`config.mk`:
```
export PLATFORM = sky130hd
export DESIGN_NAME = rcyl_sqrt_cell
export DESIGN_NICKNAME = d
export VERILOG_FILES = /design/src/rtl/rcyl_pkg.sv /design/src/rtl/rcyl_sqrt_cell.sv
export SDC_FILE = /design/constraint.sdc
export NUM_CORES = 1
export LEC_CHECK = 0
export BUFFER_PORTS_ARGS = -buffer_cell sky130_fd_sc_hd__buf_2
export CAP_MARGIN = 20
export CELL_PAD_IN_SITES_DETAIL_PLACEMENT = 1
export CELL_PAD_IN_SITES_GLOBAL_PLACEMENT = 1
export CORE_ASPECT_RATIO = 0.6
export CORE_MARGIN = 8
export CORE_UTILIZATION = 36
export DETAILED_ROUTE_END_ITERATION = 10
export PLACE_DENSITY = 0.86
export SYNTH_ARGS = -nofsm -noshare
export SYNTH_HDL_FRONTEND = slang
export SYNTH_SLANG_ARGS = --single-unit
```
`constraint.sdc`:
```
create_clock -name i_clk -period 3.5 [get_ports i_clk]
set_clock_uncertainty 0.05 [all_clocks]
set_input_delay 0.175 -clock i_clk [delete_from_list [all_inputs] [get_ports i_clk]]
set_output_delay 0.175 -clock i_clk [all_outputs]
set_load 0.03 [all_outputs]
```
`src/rtl/rcyl_pkg.sv`:
```
`default_nettype none
package rcyl_pkg;

    localparam int CORDIC_STEPS = 30;
    localparam int CS_W         = 33;
    localparam int XY_W         = 32;
    localparam int R_W          = 31;
    localparam int LAYER_W      = 8;
    localparam int B_W          = 36;
    localparam int SQ_W         = 62;
    localparam int ROOT_W       = 31;
    localparam int NUM_W        = 37;
    localparam int PRD_W        = 70;
    localparam int DXY_W        = 40;
    localparam int QB           = 34;
    localparam int DEN_W        = 31;

    localparam logic signed [CS_W-1:0] CORDIC_GAIN = 33'sd652032874;

    localparam logic [1:0] ST_OK    = 2'd0;
    localparam logic [1:0] ST_AXIAL = 2'd1;
    localparam logic [1:0] ST_MISS  = 2'd2;
    localparam logic [1:0] ST_SAT   = 2'd3;

    function automatic logic signed [CS_W-1:0] atan_phase(input int idx);
        logic signed [CS_W-1:0] v;
        case (idx)
            0:  v = 33'sh20000000;
            1:  v = 33'sh12E4051E;
            2:  v = 33'sh09FB385B;
            3:  v = 33'sh051111D4;
            4:  v = 33'sh028B0D43;
            5:  v = 33'sh0145D7E1;
            6:  v = 33'sh00A2F61E;
            7:  v = 33'sh00517C55;
            8:  v = 33'sh0028BE53;
            9:  v = 33'sh00145F2F;
            10: v = 33'sh000A2F98;
            11: v = 33'sh000517CC;
            12: v = 33'sh00028BE6;
            13: v = 33'sh000145F3;
            14: v = 33'sh0000A2FA;
            15: v = 33'sh0000517D;
            16: v = 33'sh000028BE;
            17: v = 33'sh0000145F;
            18: v = 33'sh00000A30;
            19: v = 33'sh00000518;
            20: v = 33'sh0000028C;
            21: v = 33'sh00000146;
            22: v = 33'sh000000A3;
            23: v = 33'sh00000051;
            24: v = 33'sh00000029;
            25: v = 33'sh00000014;
            26: v = 33'sh0000000A;
            27: v = 33'sh00000005;
            28: v = 33'sh00000003;
            29: v = 33'sh00000001;
            default: v = '0;
        endcase
        return v;
    endfunction

    typedef struct packed {
        logic signed [XY_W-1:0] x0;
        logic signed [XY_W-1:0] y0;
        logic signed [XY_W-1:0] z0;
        logic [R_W-1:0]         r;
        logic [LAYER_W-1:0]     layer;
        logic                   axial;
        logic [1:0]             qt;
        logic [1:0]             qp;
    } t_cd_side;

    typedef struct packed {
        logic signed [XY_W-1:0] x0;
        logic signed [XY_W-1:0] y0;
        logic signed [XY_W-1:0] z0;
        logic [R_W-1:0]         r;
        logic [LAYER_W-1:0]     layer;
        logic                   axial;
        logic                   miss;
        logic signed [CS_W-1:0] st;
        logic signed [CS_W-1:0] ct;
        logic signed [CS_W-1:0] sp;
        logic signed [CS_W-1:0] cp;
        logic signed [B_W-1:0]  b;
    } t_trk;

    typedef struct packed {
        logic signed [XY_W-1:0]  x0;
        logic signed [XY_W-1:0]  y0;
        logic signed [XY_W-1:0]  z0;
        logic [LAYER_W-1:0]      layer;
        logic                    axial;
        logic                    miss;
        logic                    szero;
        logic                    nneg;
        logic                    over;
        logic signed [DXY_W-1:0] dx;
        logic signed [DXY_W-1:0] dy;
    } t_div_side;

endpackage
`default_nettype wire

```
`src/rtl/rcyl_sqrt_cell.sv`:
```
`default_nettype none
module rcyl_sqrt_cell #(
    parameter int BIT = 0
) (
    input  wire logic                          i_clk,
    input  wire logic [rcyl_pkg::SQ_W-1:0]     i_rem,
    input  wire logic [rcyl_pkg::ROOT_W-1:0]   i_root,
    output logic [rcyl_pkg::SQ_W-1:0]          o_rem,
    output logic [rcyl_pkg::ROOT_W-1:0]        o_root
);
    import rcyl_pkg::*;

    localparam int CW = SQ_W + 1;

    logic [SQ_W-1:0]   r_rem, n_rem;
    logic [ROOT_W-1:0] r_root, n_root;
    logic [CW-1:0]     w_cand;

    // (root + 2^bit)^2 - root^2
    assign w_cand = ({(CW-ROOT_W)'(0), i_root} << (BIT + 1)) + (CW'(1) << (2 * BIT));

    always_comb begin
        if ({1'b0, i_rem} >= w_cand) begin
            n_rem  = i_rem - w_cand[SQ_W-1:0];
            n_root = i_root | (ROOT_W'(1) << BIT);
        end else begin
            n_rem  = i_rem;
            n_root = i_root;
        end
    end

    always_ff @(posedge i_clk) begin
        r_rem  <= n_rem;
        r_root <= n_root;
    end

    assign o_rem  = r_rem;
    assign o_root = r_root;
endmodule
`default_nettype wire

```
## Yosys cells after proc, flatten, opt, wreduce, memory -nomap -nowiden

Cells that the tools add are included.

- $add $sub $neg: 2
- Muxes and demuxes: 1
- $lt $le $gt $ge: 1

Operator list:

| cell | number |
|---|---|
| >= comparator 62 x 33 -> 1 bit | 1 |
| two-way mux 62 bit | 1 |
| subtractor 62 x 33 -> 62 bit | 1 |
| adder 32 x 1 -> 33 bit, second input constant | 1 |

- Output and inout bits: 93
- Logic and storage cells: 7
- Input port bits: 94
- Flip-flop bits (word level): 93

## Depth between registers and ports, before layout

- Depth in word-level cells: 3
- Depth in mapped cells: 12
- Mapped depth without buffers: 10

## Worst setup path before layout

No wires, ideal clock.

- Path kind: input to register
- Start point: input port i_root[30] (netlist name)
- End point: register r_rem[32] (netlist: o_rem[32])
- Data required time: 3.378 ns
- Cell stages on the path: 11
- Arrival: 2.574 ns
- Path slack: 0.804 ns
- Buffers on the path: 2
- Library setup time: 0.072 ns
- Cells stage by stage: inv_1 -> ha_1 -> buf_2 -> a2111oi_0 -> nand2_1 -> nor4_2 -> o21ai_2 -> or2_1 -> buf_2 -> o2111ai_1 -> xnor2_1

- Word-level cells in the longest chain between the ends: 3
- Elaborated cells on any way between the ends: 4

Ends and longest elaborated chain:

| element | RTL line | text |
|---|---|---|
| from (decl) | rcyl_sqrt_cell.sv:7 | `input wire logic [rcyl_pkg::ROOT_W-1:0] i_root,` |
| adder 32 x 1 -> 33 bit (*) | rcyl_sqrt_cell.sv:20 | `assign w_cand = ({(CW-ROOT_W)'(0), i_root} << (BIT + 1)) + (CW'(1) << (2 * BIT));` |
| subtractor 62 x 33 -> 62 bit or >= comparator 62 x 33 -> 1 bit (tied branches) | rcyl_sqrt_cell.sv:24, rcyl_sqrt_cell.sv:23 |  |
| two-way mux 62 bit (*) | rcyl_sqrt_cell.sv:23 | `if ({1'b0, i_rem} >= w_cand) begin` |
| via n_rem[32] | rcyl_sqrt_cell.sv:15 | `logic [SQ_W-1:0] r_rem, n_rem;` |
| to (signal assigned) | rcyl_sqrt_cell.sv:33 | `r_rem <= n_rem;` |
| to (decl) | rcyl_sqrt_cell.sv:15 |  |

The timed path passes the listed nets; every way through them passes the cells marked *.
A chain may end at the register's enable or synchronous reset.

## Worst setup path in the final report

Ends and elaborated chain as after synthesis.

==> impl_metrics.csv <==
group,metric,value,unit
worst_setup_path,slowest_delay,0.53,ns
worst_setup_path,worstPathArrival,3.50,ns
floorplan,ios,187,
drt,dr.pass1.iters,5,
timing,hold_viol_final,0,
run,drv_cap,0,
clock_tree,post-cts-setup-buffer-count,0,
synthesis,ys.flop_type,"dfxtp_1",
floorplan,start_util,36.8,%
global_route,grt_start_max_net_pins,25,
place,numPlacedInstances,969,
synthesis,synth-async-reset-ratio,0,%
global_route,overflow,0,
floorplan,dieArea,18200,um^2
drt,route.detailed.drc,0,
timing,rsz0062_at_grt,"false",
timing,fin_crit,3.30,ns
synthesis,netlist_top_cells_area,"dfxtp_1, ha_1, xor2_1",
worst_setup_path,path_max_fanout,24,
timing,maxSlewViolCount,0,
drt,final_antenna_net_count,0,
clock_tree,cts_tree,"done",
place,place_congestion,0.930,
synthesis,syn_area_per_cell,8.45,um^2
synthesis,synth_top_area_share,37.0,%
place,place_ws,0.198,ns
synthesis,synth_nets,723,
finish,fill_cells,1652,
finish,areaGrowthSynthToFinish,40.1,%
floorplan,coreArea,13700,um^2
global_route,grt_usage,21.1,%
worst_setup_path,crit_path_end_kind,"flop",
worst_hold_path,min_from,"i_rem[21]",
drt,drtIter0Drc,359,
worst_setup_path,critical-path-top-delay-family,"buffers and inverters",
timing,fin_crit_sh,94.1,%
global_route,antenna_found_initial,1,
timing,finalSetupViolations,0,
synthesis,synthTopCellsByCount,"dfxtp_1, nor2_1, a21oi_1",
drt,wl_per_cell,18.9,um
worst_hold_path,min_to,"o_rem[21]",
floorplan,die_h,108,um
worst_hold_path,hold_depth,3,
worst_setup_path,cpMostUsedCell,"buf_4",
timing,setup_slack,0.205,ns
synthesis,syn_area,5040,um^2
synthesis,ys_seq_area_share,37.0,%
timing,fmax,0.303,GHz
worst_setup_path,crit_chain,"dlygate4sd3_1 -> buf_2 -> inv_1 -> ha_1 -> buf_4 -> a2111oi_0 -> buf_4 -> nand2_1 -> nor4_2 -> o21ai_2 -> or2_1 -> buf_4 -> o2111ai_1 -> xnor2_1",
place,io_buffers,186,
power_and_ir_drop,ir_drop,271,uV
timing,max-slew-margin-rel,51.2,%
worst_hold_path,hp-class,"in2reg",
worst_setup_path,critical_path_required,3.71,ns
drt,vias,5354,
clock_tree,htreeDepth,3,
finish,nNetsFinal,962,
worst_setup_path,critPathSlowestCell,"dlygate4sd3_1",
clock_tree,cts_root_buf,"clkbuf_16",
synthesis,synth-seq-cells,93,
place,dpl.hpwl,14900,um
clock_tree,clock_sinks,93,
timing,tightest_slew,0.722,ns
finish,drive_above_1_share,29.4,%
synthesis,synth-edff-count,0,
floorplan,core.rowCount,33,
power_and_ir_drop,p_leak,0.00327,uW
drt,viasPerCell,5.18,
floorplan,die_x,169,um
finish,instances_no_fill,1034,
worst_setup_path,cp.depth,14,
global_route,grt_pass1_wl,30300,um
synthesis,syn_inst,596,
synthesis,yosys_warnings,0,
timing,tns,0,ns
synthesis,ys_types,58,
timing,whs,0.0138,ns
worst_setup_path,start_kind,"primary input",
worst_setup_path,critPathKind,"in2reg",
synthesis,synth_most_common_cell,"dfxtp_1",
power_and_ir_drop,p_per_area,463,nW/um^2
global_route,grt_pass1_vias,5556,
clock_tree,cts_buffers,9,
clock_tree,clkTransAtPathRegs,0.07,ns
run_status,status,"completed",
worst_setup_path,critPathBufInv,6,
synthesis,yosysTopAreaCell,"dfxtp_1",
drt,drt-total-wl,19600,um
clock_tree,clock_path_buffers,2,
[cell type report]
type                       instances  area, um^2  area share, %
tap                              192         240           3.40
inverter                          38         143           2.02
sequential                        93        1860           26.4
timing repair buffer             254        1560           22.1
clock inverter                     7        73.8           1.05
clock buffer                       9         225           3.19
antenna                            2        5.00         0.0709
multi-input combinational        439        2950           41.8
[worst max-delay path by stage]
stage / start / to / slack, ns
final: i_root[30] / o_rem[32] / 0.20
after global placement: i_rem[23] / o_rem[28] / 0.17
after CTS: i_root[20] / o_rem[28] / 0.01
after detailed placement: i_root[16] / o_rem[28] / 0.20
after floorplan: i_root[30] / o_rem[32] / 0.80
after global routing: i_root[13] / o_rem[37] / 0.06
[kinds of logic after synthesis]
group / synth area share [%]
adder cells (fa/ha/maj): 8.35
AND/OR/NAND/NOR: 19.3
flip-flops: 37.0
buffers and inverters: 5.17
AO/OA/AOI/OAI: 19.6
XOR/XNOR: 10.6
[report_power, final]
group	internal (uW)	switching (uW)	total, uW	leakage, uW
logic	375	686	1060	0.00234
clock network	507	487	993	0.000147
registers	1180	30.5	1210	0.000784
total	2060	1200	3270	0.00327
[cells in the final DEF, fill, tap and decap left out, types with 4 or more instances in the layout]
master and count:
nand4_1 13, xnor2_1 27, o21ai_0 32, ha_1 31
a31oi_1 4, buf_4 21, a21o_1 19, dfxtp_1 93
nand3_1 12, or3_1 6, nor2_1 58, nand3b_1 4
o21a_1 7, nand2b_1 6, a21oi_1 54, nor3_1 17
o211ai_1 5, buf_2 186, xor2_1 34, clkbuf_16 9
inv_1 38, dlygate4sd3_1 47, or4_1 6, or2_2 5
a211oi_1 8, nand2_1 36, nor4_1 8
[sequential cells by signal (all words and copies together), names as in the netlist]
signal / cells
o_root: 31
o_rem: 62
[per-stage QoR]
stage	util [%]	area [um^2]	power (uW)
2_1_floorplan	-	5040	1870
3_3_place_gp	45.7	6250	2200
3_5_place_dp	45.7	6250	2230
4_1_cts	51.3	7010	3270
5_1_grt	51.6	7060	3410
6_report	51.6	7060	3270
[layer usage]
metal | track usage, % | up-vias | wire [um]
met5 | 0 | - | 0
met4 | 7.10 | 0 | 437
met3 | 6.33 | 30 | 1570
met2 | 34.0 | 204 | 8790
met1 | 26.5 | 2533 | 8790
li1 | - | 2587 | -
[what timing repair did]
action / 4_1_cts / 5_1_grt
setup endpoints to repair: 0 / 5
gates resized for setup: 0 / 7
hold endpoints to repair: 46 / 1
hold buffers: 46 / 1
Power figures use the tool's default switching activity.
