$ cat config.mk
export PLATFORM = sky130hd
export DESIGN_NAME = rcyl_cordic_cell
export DESIGN_NICKNAME = d
export VERILOG_FILES = /design/src/rtl/rcyl_pkg.sv /design/src/rtl/rcyl_cordic_cell.sv
export SDC_FILE = /design/constraint.sdc
export NUM_CORES = 1
export LEC_CHECK = 0
export ABC_CLOCK_PERIOD_IN_PS = 2260
export BUFFER_PORTS_ARGS = -buffer_cell sky130_fd_sc_hd__clkbuf_2
export CAP_MARGIN = 20
export CORE_MARGIN = 3
export CORE_UTILIZATION = 49
export CTS_CLUSTER_DIAMETER = 80
export CTS_CLUSTER_SIZE = 25
export DETAILED_ROUTE_END_ITERATION = 7
export PLACE_DENSITY = 0.85
export SLEW_MARGIN = 20
export SYNTH_ARGS = -nofsm -noshare
export SYNTH_HDL_FRONTEND = slang
export SYNTH_SLANG_ARGS = --single-unit
export TNS_END_PERCENT = 100
$ cat constraint.sdc
create_clock -name i_clk -period 2.26 [get_ports i_clk]
set_input_delay 0 -clock i_clk [delete_from_list [all_inputs] [get_ports i_clk]]
set_output_delay 0 -clock i_clk [all_outputs]
set_load 0.01 [all_outputs]
$ cat src/rtl/rcyl_pkg.sv
`default_nettype none
package rcyl_pkg;

    localparam int CORDIC_STEPS = 30;
    localparam int CS_W         = 33;
    localparam int XY_W         = 32;
    localparam int R_W          = 31;
    localparam int LAYER_W      = 8;
    localparam int B_W          = 36;
    localparam int SQ_W         = 62;
    localparam int ROOT_W       = 31;
    localparam int NUM_W        = 37;
    localparam int PRD_W        = 70;
    localparam int DXY_W        = 40;
    localparam int QB           = 34;
    localparam int DEN_W        = 31;

    localparam logic signed [CS_W-1:0] CORDIC_GAIN = 33'sd652032874;

    localparam logic [1:0] ST_OK    = 2'd0;
    localparam logic [1:0] ST_AXIAL = 2'd1;
    localparam logic [1:0] ST_MISS  = 2'd2;
    localparam logic [1:0] ST_SAT   = 2'd3;

    function automatic logic signed [CS_W-1:0] atan_phase(input int idx);
        logic signed [CS_W-1:0] v;
        case (idx)
            0:  v = 33'sh20000000;
            1:  v = 33'sh12E4051E;
            2:  v = 33'sh09FB385B;
            3:  v = 33'sh051111D4;
            4:  v = 33'sh028B0D43;
            5:  v = 33'sh0145D7E1;
            6:  v = 33'sh00A2F61E;
            7:  v = 33'sh00517C55;
            8:  v = 33'sh0028BE53;
            9:  v = 33'sh00145F2F;
            10: v = 33'sh000A2F98;
            11: v = 33'sh000517CC;
            12: v = 33'sh00028BE6;
            13: v = 33'sh000145F3;
            14: v = 33'sh0000A2FA;
            15: v = 33'sh0000517D;
            16: v = 33'sh000028BE;
            17: v = 33'sh0000145F;
            18: v = 33'sh00000A30;
            19: v = 33'sh00000518;
            20: v = 33'sh0000028C;
            21: v = 33'sh00000146;
            22: v = 33'sh000000A3;
            23: v = 33'sh00000051;
            24: v = 33'sh00000029;
            25: v = 33'sh00000014;
            26: v = 33'sh0000000A;
            27: v = 33'sh00000005;
            28: v = 33'sh00000003;
            29: v = 33'sh00000001;
            default: v = '0;
        endcase
        return v;
    endfunction

    typedef struct packed {
        logic signed [XY_W-1:0] x0;
        logic signed [XY_W-1:0] y0;
        logic signed [XY_W-1:0] z0;
        logic [R_W-1:0]         r;
        logic [LAYER_W-1:0]     layer;
        logic                   axial;
        logic [1:0]             qt;
        logic [1:0]             qp;
    } t_cd_side;

    typedef struct packed {
        logic signed [XY_W-1:0] x0;
        logic signed [XY_W-1:0] y0;
        logic signed [XY_W-1:0] z0;
        logic [R_W-1:0]         r;
        logic [LAYER_W-1:0]     layer;
        logic                   axial;
        logic                   miss;
        logic signed [CS_W-1:0] st;
        logic signed [CS_W-1:0] ct;
        logic signed [CS_W-1:0] sp;
        logic signed [CS_W-1:0] cp;
        logic signed [B_W-1:0]  b;
    } t_trk;

    typedef struct packed {
        logic signed [XY_W-1:0]  x0;
        logic signed [XY_W-1:0]  y0;
        logic signed [XY_W-1:0]  z0;
        logic [LAYER_W-1:0]      layer;
        logic                    axial;
        logic                    miss;
        logic                    szero;
        logic                    nneg;
        logic                    over;
        logic signed [DXY_W-1:0] dx;
        logic signed [DXY_W-1:0] dy;
    } t_div_side;

endpackage
`default_nettype wire

$ cat src/rtl/rcyl_cordic_cell.sv
`default_nettype none
module rcyl_cordic_cell #(
    parameter int STEP = 0
) (
    input  wire logic                            i_clk,
    input  wire logic signed [rcyl_pkg::CS_W-1:0] i_x,
    input  wire logic signed [rcyl_pkg::CS_W-1:0] i_y,
    input  wire logic signed [rcyl_pkg::CS_W-1:0] i_z,
    output logic signed [rcyl_pkg::CS_W-1:0]      o_x,
    output logic signed [rcyl_pkg::CS_W-1:0]      o_y,
    output logic signed [rcyl_pkg::CS_W-1:0]      o_z
);
    import rcyl_pkg::*;

    localparam logic signed [CS_W-1:0] ANG = atan_phase(STEP);

    logic signed [CS_W-1:0] r_x, r_y, r_z;
    logic signed [CS_W-1:0] n_x, n_y, n_z;
    logic signed [CS_W-1:0] w_dx, w_dy;

    assign w_dx = i_y >>> STEP;
    assign w_dy = i_x >>> STEP;

    always_comb begin
        if (!i_z[CS_W-1]) begin
            n_x = i_x - w_dx;
            n_y = i_y + w_dy;
            n_z = i_z - ANG;
        end else begin
            n_x = i_x + w_dx;
            n_y = i_y - w_dy;
            n_z = i_z + ANG;
        end
    end

    always_ff @(posedge i_clk) begin
        r_x <= n_x;
        r_y <= n_y;
        r_z <= n_z;
    end

    assign o_x = r_x;
    assign o_y = r_y;
    assign o_z = r_z;
endmodule
`default_nettype wire

# Word level (Yosys, flattened, before mapping)
# Cells that the tools add are included.
# classes
addsub	5
mux	3
# op_table
operator	count
$mux W33	3
$sub A33 B33 Y33	2
$add A33 B31 Y33 const B	1
$add A33 B33 Y33	1
$sub A33 B31 Y33 const B	1
# totals
regBits	99

# Logic depth before layout (Yosys ltp)
# Gate-level depths: netlist of the first run.
# logic_depth
depth_word	2
mapped_depth	13
depth_no_buf	12

# Worst setup path after synthesis of the first run
# No wires, ideal clock.
# synth_timing
kind	input-to-reg
start	in i_x[17] (netlist bit)
end	reg r_x[31] (netlist: o_x[31])
t_arrival_ns	2.190
t_required_ns	2.188
setup_time_ns	0.072
setup_slack_ns	-0.001
n_path_buf	1
cell_stages	10
cell_sequence	inv_1 ha_1 buf_2 nand2_1 or4_4 o41ai_2 nor4_1 or4_1 a22oi_2 xor2_1
# synth_via
elab_chain_len	2
word_cells_on_any_way	3
classes_between	add/sub: 2; mux: 1
# synth_rtl
item	line	text
start, declared	rcyl_cordic_cell.sv:6	input wire logic signed [rcyl_pkg::CS_W-1:0] i_x,
$sub A33 B33 Y33 / $add A33 B33 Y33 (equally long branches)	rcyl_cordic_cell.sv:26, rcyl_cordic_cell.sv:30	
$mux W33 (*)	rcyl_cordic_cell.sv:25	if (!i_z[CS_W-1]) begin
net n_x[31]	rcyl_cordic_cell.sv:18	logic signed [CS_W-1:0] n_x, n_y, n_z;
end signal, assigned	rcyl_cordic_cell.sv:37	r_x <= n_x;
end, declared	rcyl_cordic_cell.sv:17	logic signed [CS_W-1:0] r_x, r_y, r_z;
# Mark *: on every way through the listed nets, which the timed path passes. The rest lies on a longest branch.

# Worst setup path after layout of the first run
# layout_timing
start	in i_x[5] (netlist bit)
end	reg r_y[32] (netlist: o_y[32])
# layout_via
elab_chain_len	2
word_cells_on_any_way	3
classes_between	add/sub: 2; mux: 1
# layout_rtl
item	line	text
$add A33 B33 Y33 / $sub A33 B33 Y33 (equally long branches)	rcyl_cordic_cell.sv:27, rcyl_cordic_cell.sv:31	
$mux W33 (*)	rcyl_cordic_cell.sv:25	
net n_y[32]	rcyl_cordic_cell.sv:18	
end signal, assigned	rcyl_cordic_cell.sv:38	r_y <= n_y;
end, declared	rcyl_cordic_cell.sv:17	
# Marks and branches as above.

==> impl_results.md, run 1 <==
- Port Buffers: 198
- Syn nets: 1184
- #FFs+latches synth: 98
- Fillers: 1122
- Power per cell area: 586.0 mW/mm2
- WS Path Type: input port to flop
- DRC violations left: 0
- Async SR Flop Fraction: 0
- Commonest cells after routing, fill and taps aside: 250 x buf_4, 196 x clkbuf_2, 116 x a21oi_1
- P_leak: 5.826 nW
- Post-synth EDFFs: 0
- Fin nets: 1632
- Syn Std Cell Area: 0.007675 mm2
- Core box area: 0.01526 mm2
- MaxCap Viol Count: 0
- Diodes inserted: 0
- Pre-CTS worst setup slack: -0.4970 ns
- DIE WIDTH: 131.2 um
- DP Wirelength: 22.73 mm
- Initial antenna violation count: 1
- DRT antenna net count: 0
- Register area share after synthesis: 0.2556
- Max clock buf depth: 2
- Synth cell types: 64
- Die Area: 0.01720 mm2
- Total negative slack: 0 ns
- Maximum vdd drop: 0.4092 mV
- Synth Flop Type: dfxtp_1
- Global-route congestion overflow total: 0
- Tmin final: between 2 and 2.5 ns
- Fin crit share: 0.9897
- Clock-pin transition on the worst setup and hold timing paths: 0.08 ns
- Multi-input gate area: between 0.005 and 0.006 mm2
- Pins Over Slew Limit: 0
- Routed WL: 29.93 mm
- Routability cong.: 0.9968
- CTS root buf: clkbuf_16
- TritonCTS Sinks: 98
- Syn Area/Cell: 7.880 um2
- Data arrival time of the critical path: between 2 and 3 ns
- Vias in the first global route: 8864
- Via count: roughly 9200
- Share of cells above drive strength 1: 0.3791
- WL per Instance: 18.27 um
- Final hold violations: 0
- Crit path required time: 2.53 ns
- Slew margin rel.: 0.5303
- Most common cell after layout, fill and taps aside: buf_4
- CTS H-tree lvls: 3
- CP Launch Type: input port
- Worst hold path type: input port to flop
- First-pass GRT wire length: 46.04 mm
- Slew of the pin with the lowest slew margin: 0.6957 ns
- Worst-path fanout max: 6
- Router iterations before antenna repair: 6
- TritonCTS buffer count: 9
- DR vias/cell: 5.592
- Post-Syn Instances: 974
- CTS tree: done
- Area growth, synth to finish: 51.68%
- Total area of sequential cells: around 0.002 mm2
- Crit end category: flop
- RSZ-0062 raised after global routing: true
- Die Ht: 131.2 um
- # IOs: 199
- Run status: finished clean
- Ys Warns: 0
- Row cnt: 45
- Worst Setup Slack, final: approximately 0.023 ns
- Final setup viols: 0
- Largest net degree at the start of global routing: 77
- Initial Utilization: 0.5030
- Max Clk Rate: 447.1 MHz
- Total Routing Usage GR: 0.3271
- DR iter-0 viols: 911
## where the power goes
part           total [W]  internal (W)  switching, W
combinational    0.00304       0.00140       0.00164
clock            0.00161      0.000791      0.000815
sequential       0.00217       0.00205      0.000127
total            0.00682       0.00424       0.00258
## critical path: stages
cell and delay, ns:
clkbuf_2 0.11, inv_1 0.05, ha_2 0.34, inv_1 0.17, o21bai_2 0.13, o21bai_2 0.23
a311o_1 0.39, o22ai_1 0.15, buf_4 0.17, o21ai_2 0.10, a221oi_1 0.29, mux2i_1 0.16
xnor2_1 0.21
## per-layer routing
metal / global-route usage / up-vias / share of wire
li1: - / 4291 / -
met1: 0.4067 / 4229 / 0.40
met2: 0.5507 / 519 / 0.46
met3: 0.06776 / 118 / 0.089
met4: 0.1389 / 2 / 0.050
met5: 0 / - / 0.00043
## layout make-up
type	instances	share of cell area
Clock buffer	9	0.01935
Sequential cell	98	0.1685
Timing Repair Buffer	482	0.2784
Multi-Input combinational cell	726	0.4702
Clock inverter	7	0.006986
Inverter	105	0.03386
Tap cell	211	0.02268
## cells in the mapped netlist, types with 14 or more instances
master	count	area share
xnor2_1	57	0.065
dfxtp_1	98	0.26
nand2_1	49	0.024
nand3_1	15	0.0098
a21o_1	20	0.020
o31ai_1	15	0.015
a21oi_1	129	0.084
clkbuf_1	24	0.012
nor2_1	68	0.033
nor3_1	24	0.016
a211oi_1	14	0.014
inv_1	98	0.048
ha_1	106	0.17
o21ai_0	59	0.038
mux2i_1	15	0.020
## flip-flops by register name (all words and copies together), names as in the netlist
name / count
o_y: 32
o_z: 33
o_x: 33
## logic make-up (layout without fill, tap and decap cells)
kind of cell / Yosys count / count (layout) / share of synthesized area
xor+xnor: 64 / 64 / 0.07304
compound gates: 317 / 317 / 0.2542
mux: 16 / 16 / 0.02103
fa+ha+maj: 110 / 110 / 0.1832
flops: 98 / 98 / 0.2556
buf+inv: 150 / 603 / 0.07630
simple gates: 219 / 219 / 0.1366
## timing repair
item	CTS	global route
pin swaps	2	18
endpoints found under the hold margin	33	0
setup endpoints to repair	11	31
hold buffers	32	0
resized for setup	18	61
gates cloned	0	0
setup buffers	1	3
## worst paths after layout
check	slack [ns]	start	cells past startpoint	end
setup / recovery	0.02	i_x[5]	13	o_y[32]$_DFF_P_
hold / removal	0.02	i_y[32]	3	o_x[32]$_DFF_P_
## per-stage QoR
step / cell area [um2] / std cells / power, W / utilization / hold WS (ns)
after global routing: 11640 / 1638 / 0.007130 / 0.7629 / 0.03425
after detailed placement: 10630 / 1586 / 0.004981 / 0.6964 / 0.1039
final: 11640 / 1638 / 0.006821 / 0.7629 / 0.02421
after CTS: 11320 / 1635 / 0.006634 / 0.7421 / 0.005942
after floorplan: 7677 / 974 / 0.003557 / - / 0.02772
after global placement: 10630 / 1586 / 0.004924 / 0.6964 / 0.1022
Note: power is estimated with default switching activity, not from simulation.
==> run 2, diff against run 1 <==
--- a/config.mk
+++ b/config.mk
@@ -8,6 +8,7 @@
 export ABC_CLOCK_PERIOD_IN_PS = 2260
 export BUFFER_PORTS_ARGS = -buffer_cell sky130_fd_sc_hd__clkbuf_2
 export CAP_MARGIN = 20
+export CORE_ASPECT_RATIO = 0.7
 export CORE_MARGIN = 3
 export CORE_UTILIZATION = 49
 export CTS_CLUSTER_DIAMETER = 80
==> run 2 against run 1 <==
Compared with the run above:
- the run now ends with setup timing left
- critical path depth stayed put
- sequential share of layout area about the same
- global-route usage rose by 2.9 points
- sequential power hardly changed
- total power is 0.62% higher
- clock-buffer cell count is 1 higher
- setup slack got worse by 0.028 ns
- die area increased by 0.14%
- maximum frequency is 1.2% lower
- cell count down 0.92%
==> impl_results.md, run 2 (same netlist as run 1, synthesis figures left out) <==
- RSZ-0062 raised after global routing: true
- Global-route congestion overflow total: 0 (unchanged)
- Pins Over Slew Limit: 0 (unchanged)
- Cells after DPL: 1573 (-0.82%)
- Worst-path fanout max: 3 (-3)
- Initial Utilization: 0.5117 (+0.008685)
- DR iter-0 viols: 1111 (+22%)
- Worst hold path type: input port to flop
- Max Clk Rate: 441.6 MHz (-1.2%)
- Die Area: 0.01722 mm2 (+0.14%)
- Routed WL: 32.96 mm (+10%)
- Total area of sequential cells: 0.001962 mm2 (unchanged)
- DRT antenna net count: 0 (unchanged)
- Core box area: 0.01500 mm2 (-1.7%)
- Tmin final: 2.264 ns (+0.02769 ns)
- WL per Instance: 20.31 um (+11%)
- Area growth, synth to finish: 51.71% (about the same)
- TritonCTS buffer count: 9 (unchanged)
- Crit-path cells: clkbuf_2 -> ha_1 -> fa_1 -> nor2b_1 -> o21ai_2 -> a21oi_2 -> buf_4 -> o31ai_4 -> a21oi_2 -> o21ai_1 -> nand2b_1 -> mux2i_1 -> xnor2_1
- Worst Setup Slack, final: -0.004357 ns (-0.02769 ns)
- Initial antenna violation count: 0 (-1)
- Router iterations before antenna repair: 6 (unchanged)
- CP most frequent cell: a21oi_2
- Via count: 9491 (+3.6%)
- Slowest CP cell: fa_1
- CP Launch Type: input port
- Run status: finished with violations
- CTS root buf: clkbuf_16
- Wl on met1: 13.37 mm (+12%)
- MaxCap Viol Count: 0 (unchanged)
- Failing checks: setup timing
- Commonest cells after routing, fill and taps aside: 251 x buf_4, 198 x clkbuf_2, 111 x a21oi_1
- Die Ht: 110.7 um (-16%)
- Pre-CTS worst setup slack: -0.5020 ns (-0.004943 ns)
- Clock-pin transition on the worst setup and hold timing paths: 0.07 ns (about the same)
- Design area: 0.01164 mm2 (about the same)
- DRC violations left: 0 (unchanged)
- Row cnt: 37 (-18%)
- TritonCTS Sinks: 98 (unchanged)
- Fillers: 1030 (-8.2%)
- CP max stage delay: 0.44 ns (+0.05 ns)
- DIE WIDTH: 155.6 um (+19%)
- Data arrival time of the critical path: 2.54 ns (+0.03 ns)
- Maximum vdd drop: 0.3786 mV (-7.5%)
- Final hold violations: 0 (unchanged)
- DP Wirelength: 23.76 mm (+4.5%)
- Slew of the pin with the lowest slew margin: 0.6546 ns (-0.04116 ns)
- Total Routing Usage GR: 0.3560 (+0.02896)
- First-pass GRT wire length: 48.89 mm (+6.2%)
- CTS H-tree lvls: 3 (unchanged)
- Final setup viols: 1 (+1)
- Diodes inserted: 0 (unchanged)
- Placed Instance Area: 0.01063 mm2 (about the same)
- Routed met2 length: 14.25 mm (+3.1%)
- Multi-input gate area: 0.005514 mm2 (+0.73%)
- Power per cell area: 589.5 mW/mm2 (+0.60%)
- Top Layer Used: met4
- Share of cells above drive strength 1: 0.3859 (+0.006737)
- Most common cell after layout, fill and taps aside: buf_4
- Port Buffers: 198 (unchanged)
- Crit path required time: 2.53 ns (about the same)
- DR vias/cell: 5.848 (+4.6%)
- Vias in the first global route: 9062 (+2.2%)
- Max clock buf depth: 2 (unchanged)
- Largest net degree at the start of global routing: 77 (unchanged)
- Fin nets: 1633 (+0.061%)
- Post-Layout Cell Count: 1623 (-0.92%)
- Fin crit share: 1.002 (+0.01225)
- # IOs: 199 (unchanged)
- CTS tree: done
- Metal3 WL: 4.146 mm (+56%)
- Slew margin rel.: 0.5599 (+0.02959)
- Routability cong.: 1.018 (+2.1%)
- WS Path Type: input port to flop
- P_leak: 5.824 nW (about the same)
- Crit end category: flop
- Total negative slack: -0.004357 ns (-0.004357 ns)
-- run 2: cell types whose count changed in the layout (fill, tap and decap cells not counted), moves of 3 or more --
cell	change
a21oi_1	-5
a21oi_2	+5
ha_1	+4
ha_4	-5
nor4_2	+3
-- run 2: cell type report --
type                       instances  area share
clock inverter                     6    0.004728
multi-input combinational        726      0.4736
tap                              195     0.02095
sequential                        98      0.1685
clock buffer                      10     0.02052
inverter                         105     0.03385
timing repair buffer             483      0.2779
-- run 2: stage by stage --
stage	util	power (W)	hold slack (ns)
floorplan	-	0.003557	0.02772
global placement	0.7085	0.004913	0.1021
detailed placement	0.7085	0.004972	0.1039
CTS	0.7538	0.006601	0.01307
global route	0.7763	0.007144	0.05530
finish	0.7763	0.006864	0.05665
-- run 2: path summary, 6_finish.rpt --
| kind | depth (start not counted) | from | endpoint | slack, ns |
|---|---|---|---|---|
| worst max-delay path | 13 | i_x[0] | o_y[32]$_DFF_P_ | -0.004 |
| worst min-delay path | 3 | i_x[32] | o_x[32]$_DFF_P_ | 0.06 |
-- run 2: repair_timing --
item	in CTS	in global routing
resized for setup	13	73
buffers inserted	1	1
pin swaps	1	10
hold buffers	32	0
endpoints found under the setup margin	17	22
endpoints found under the hold margin	33	0
-- run 2: metal layers --
metal  track usage  vias to the layer above
met1        0.4809                     4365
met4        0.1038                        0
li1              -                     4293
met3        0.1003                      108
met5             0                        -
met2        0.5542                      725
-- run 2: report_power, final --
part	total [W]	internal, W	switching, W
clock network	0.00158	0.000802	0.000780
logic	0.00312	0.00138	0.00174
registers	0.00216	0.00205	0.000113
-- run 2: worst max-delay path: cells and delay by family --
kind / cells / cell delay (ns)
AOI/OAI and AO/OA: 5 / 0.86
xor gates and xnor gates: 1 / 0.18
adders and majority gates: 2 / 0.69
buffers and inverters: 2 / 0.28
muxes: 1 / 0.23
and+or+nand+nor: 2 / 0.30
==> run 3, diff against run 2 <==
--- a/config.mk
+++ b/config.mk
@@ -5,12 +5,13 @@
 export SDC_FILE = /design/constraint.sdc
 export NUM_CORES = 1
 export LEC_CHECK = 0
+export ABC_AREA = 1
 export ABC_CLOCK_PERIOD_IN_PS = 2260
 export BUFFER_PORTS_ARGS = -buffer_cell sky130_fd_sc_hd__clkbuf_2
 export CAP_MARGIN = 20
 export CORE_ASPECT_RATIO = 0.7
 export CORE_MARGIN = 3
-export CORE_UTILIZATION = 49
+export CORE_UTILIZATION = 51
 export CTS_CLUSTER_DIAMETER = 80
 export CTS_CLUSTER_SIZE = 25
 export DETAILED_ROUTE_END_ITERATION = 7
==> run 3 against run 2 <==
Compared with the run above:
- the flow now finishes without violations
- sequential power decreased by 4%
- cell count increased by 31%
- die area increased by 20%
- design area decreased by 2.3%
- largest power group unchanged
==> impl_results.md, run 3 <==
- Commonest cells post-synth: 580 x nand2_1, 318 x inv_1, 153 x nor2_1, 142 x nand3_1, 106 x ha_1
- Crit end category: flop
- CTS Hold Buffers Added: 33 (+3.1%)
- # IOs: 199 (unchanged)
- MaxCap Viol Count: 0 (unchanged)
- Post-synth EDFFs: 0 (unchanged)
- Yosys top cell by area: nand2_1
- Initial antenna violation count: 0 (unchanged)
- Data arrival time of the critical path: 2.26 ns (-0.28 ns)
- DP Wirelength: 28.34 mm (+19%)
- Share of cells above drive strength 1: 0.1239 (-0.2619)
- Total negative slack: 0 ns (+0.004357 ns)
- Die Area: 0.02061 mm2 (+20%)
- WS Path Type: input port to flop
- Commonest cells after routing, fill and taps aside: 580 x nand2_1, 317 x inv_1, 198 x clkbuf_2
- Total Routing Usage GR: 0.3235 (-0.03252)
- Worst-path fanout max: 5 (+2)
- WL per Instance: 16.17 um (-20%)
- Fillers: 1772 (+72%)
- #FFs+latches synth: 98 (unchanged)
- Async SR Flop Fraction: 0 (unchanged)
- Worst Setup Slack, final: 0.2445 ns (+0.2489 ns)
- Syn Std Cell Area: 0.009637 mm2 (+26%)
- Power per cell area: 552.9 mW/mm2 (-6.2%)
- Most common cell after layout, fill and taps aside: nand2_1
- Area growth, synth to finish: 18.00%
- Maximum vdd drop: 0.3316 mV (-12%)
- Max clock buf depth: 2 (unchanged)
- Global-route congestion overflow total: 0 (unchanged)
- Top post-synthesis cells by area: nand2_1 23%, dfxtp_1 20%, ha_1 14%
- CTS H-tree lvls: 3 (unchanged)
- Fin crit share: 0.8918 (-0.1101)
- Vias in the first global route: 9947 (+9.8%)
- Syn nets: 1885 (+59%)
- Routed WL: 34.35 mm (+4.2%)
- Routability cong.: 1.069 (+5.0%)
- Pre-CTS worst setup slack: 0.05819 ns (+0.5602 ns)
- Run status: finished clean
- Diodes inserted: 0 (unchanged)
- TritonCTS buffer count: 9 (unchanged)
- Final hold violations: 0 (unchanged)
- Worst hold path type: input port to flop
- Via count: 11230 (+18%)
- DR iter-0 viols: 1422 (+28%)
- Row cnt: 41 (+11%)
- DR vias/cell: 5.287 (-9.6%)
- Cell with the most instances after synthesis: nand2_1
- Slew margin rel.: 0.5056 (-0.05429)
- Router iterations before antenna repair: 6 (unchanged)
- Initial Utilization: 0.5277 (+0.01600)
- DRC violations left: 0 (unchanged)
- Largest net degree at the start of global routing: 67 (-13%)
- Die Ht: 121.0 um (+9.3%)
- Clock-pin transition on the worst setup and hold timing paths: 0.07 ns (about the same)
- P_leak: 6.803 nW (+17%)
- Core box area: 0.01826 mm2 (+22%)
- Synth Flop Type: dfxtp_1
- WHS Path Cells: 3 (unchanged)
- Port Buffers: 198 (unchanged)
- CTS root buf: clkbuf_16
- Max Clk Rate: 496.2 MHz (+12%)
- DRT antenna net count: 0 (unchanged)
- DIE WIDTH: 170.3 um (+9.5%)
- RSZ-0062 raised after global routing: false
- First-pass GRT wire length: 52.24 mm (+6.8%)
- Crit path required time: 2.50 ns (-0.03 ns)
- Final setup viols: 0 (-1)
- Post-CTS Setup Inserts: 0 (-1)
- Cts repair resizes: 0 (-13)
- Synth top area share: 0.2259 (-0.02971)
- CP Launch Type: input port
- CTS tree: done
- Syn Area/Cell: 5.753 um2 (-27%)
- Post-Syn Instances: 1675 (+72%)
- Fin nets: 2093 (+28%)
- Synth cell types: 33 (-48%)
- Register area share after synthesis: 0.2036 (-0.05204)
- Tmin final: 2.015 ns (-0.2489 ns)
- TritonCTS Sinks: 98 (unchanged)
- Ys Warns: 0 (unchanged)
- Slew of the pin with the lowest slew margin: 0.7416 ns (+0.08703 ns)
- Pins Over Slew Limit: 0 (unchanged)
-- run 3: cell count changes after synthesis, moves of 20 or more --
| cell | before | now |
|---|---|---|
| nand2_1 | 49 | 580 |
| a21oi_1 | 129 | 71 |
| nor2_1 | 68 | 153 |
| nand3_1 | 15 | 142 |
| a21o_1 | 20 | 0 |
| xnor2_1 | 57 | 0 |
| inv_1 | 98 | 318 |
-- run 3: area by class of cell --
class	count	area (um2)	share of cell area
Clock buffer	10	239.0	0.02102
Clock inverter	6	58.81	0.005172
Inverter	319	1197	0.1053
Multi-Input combinational cell	1215	6230	0.5479
Sequential cell	98	1962	0.1725
Tap cell	236	295.3	0.02597
Timing Repair Buffer	240	1389	0.1221
-- run 3: cell families after synthesis --
kind of cell	Yosys count	share of synthesized area
xor gates and xnor gates	25	0.02272
adders and majority gates	110	0.1459
DFF	98	0.2036
buffers and inverters	362	0.1500
and+or+nand+nor	910	0.3816
muxes	1	0.001039
AOI/OAI and AO/OA	169	0.09517
-- run 3: through the flow --
step                power, W    util  cell area (um2)  hold slack (ns)  instances
floorplan           0.003694       -             9637          0.02772       1675
global route        0.006651  0.6226            11370          0.05025       2124
detailed placement  0.004621  0.5882            10740           0.1040       2075
finish              0.006287  0.6226            11370          0.03103       2124
CTS                 0.006226  0.6226            11370          0.01785       2124
global placement    0.004592  0.5882            10740           0.1027       2075
-- run 3: path summary, 6_finish.rpt --
check	startpoint	endpoint	slack [ns]
worst max-delay path	i_x[0]	o_x[24]$_DFF_P_	0.24
worst min-delay path	i_z[32]	o_z[30]$_DFF_P_	0.03
-- run 3: report_power, final --
group,switching [W],leakage (nW),internal (W)
Sequential,0.0000980,0.827,0.00198
Clock,0.000758,0.142,0.000799
Combinational,0.00176,5.83,0.000888
-- run 3: routing by layer --
metal | global-route usage | vias to the layer above | part of all wire
met5 | 0 | - | 0
met4 | 0.08105 | 0 | 0.021
met3 | 0.08238 | 46 | 0.14
met2 | 0.4521 | 698 | 0.38
met1 | 0.4892 | 4970 | 0.45
li1 | - | 5516 | -
-- run 3: worst max-delay path, stage by stage --
cell	delay, ns
clkbuf_2	0.11
inv_1	0.05
ha_1	0.31
fa_1	0.51
o21ai_1	0.35
nand2_1	0.14
nand2_1	0.18
nand2_1	0.11
nand2_1	0.12
nand2_1	0.09
nand2_1	0.06
nand2_1	0.05
nand3_1	0.09
nand2_1	0.08
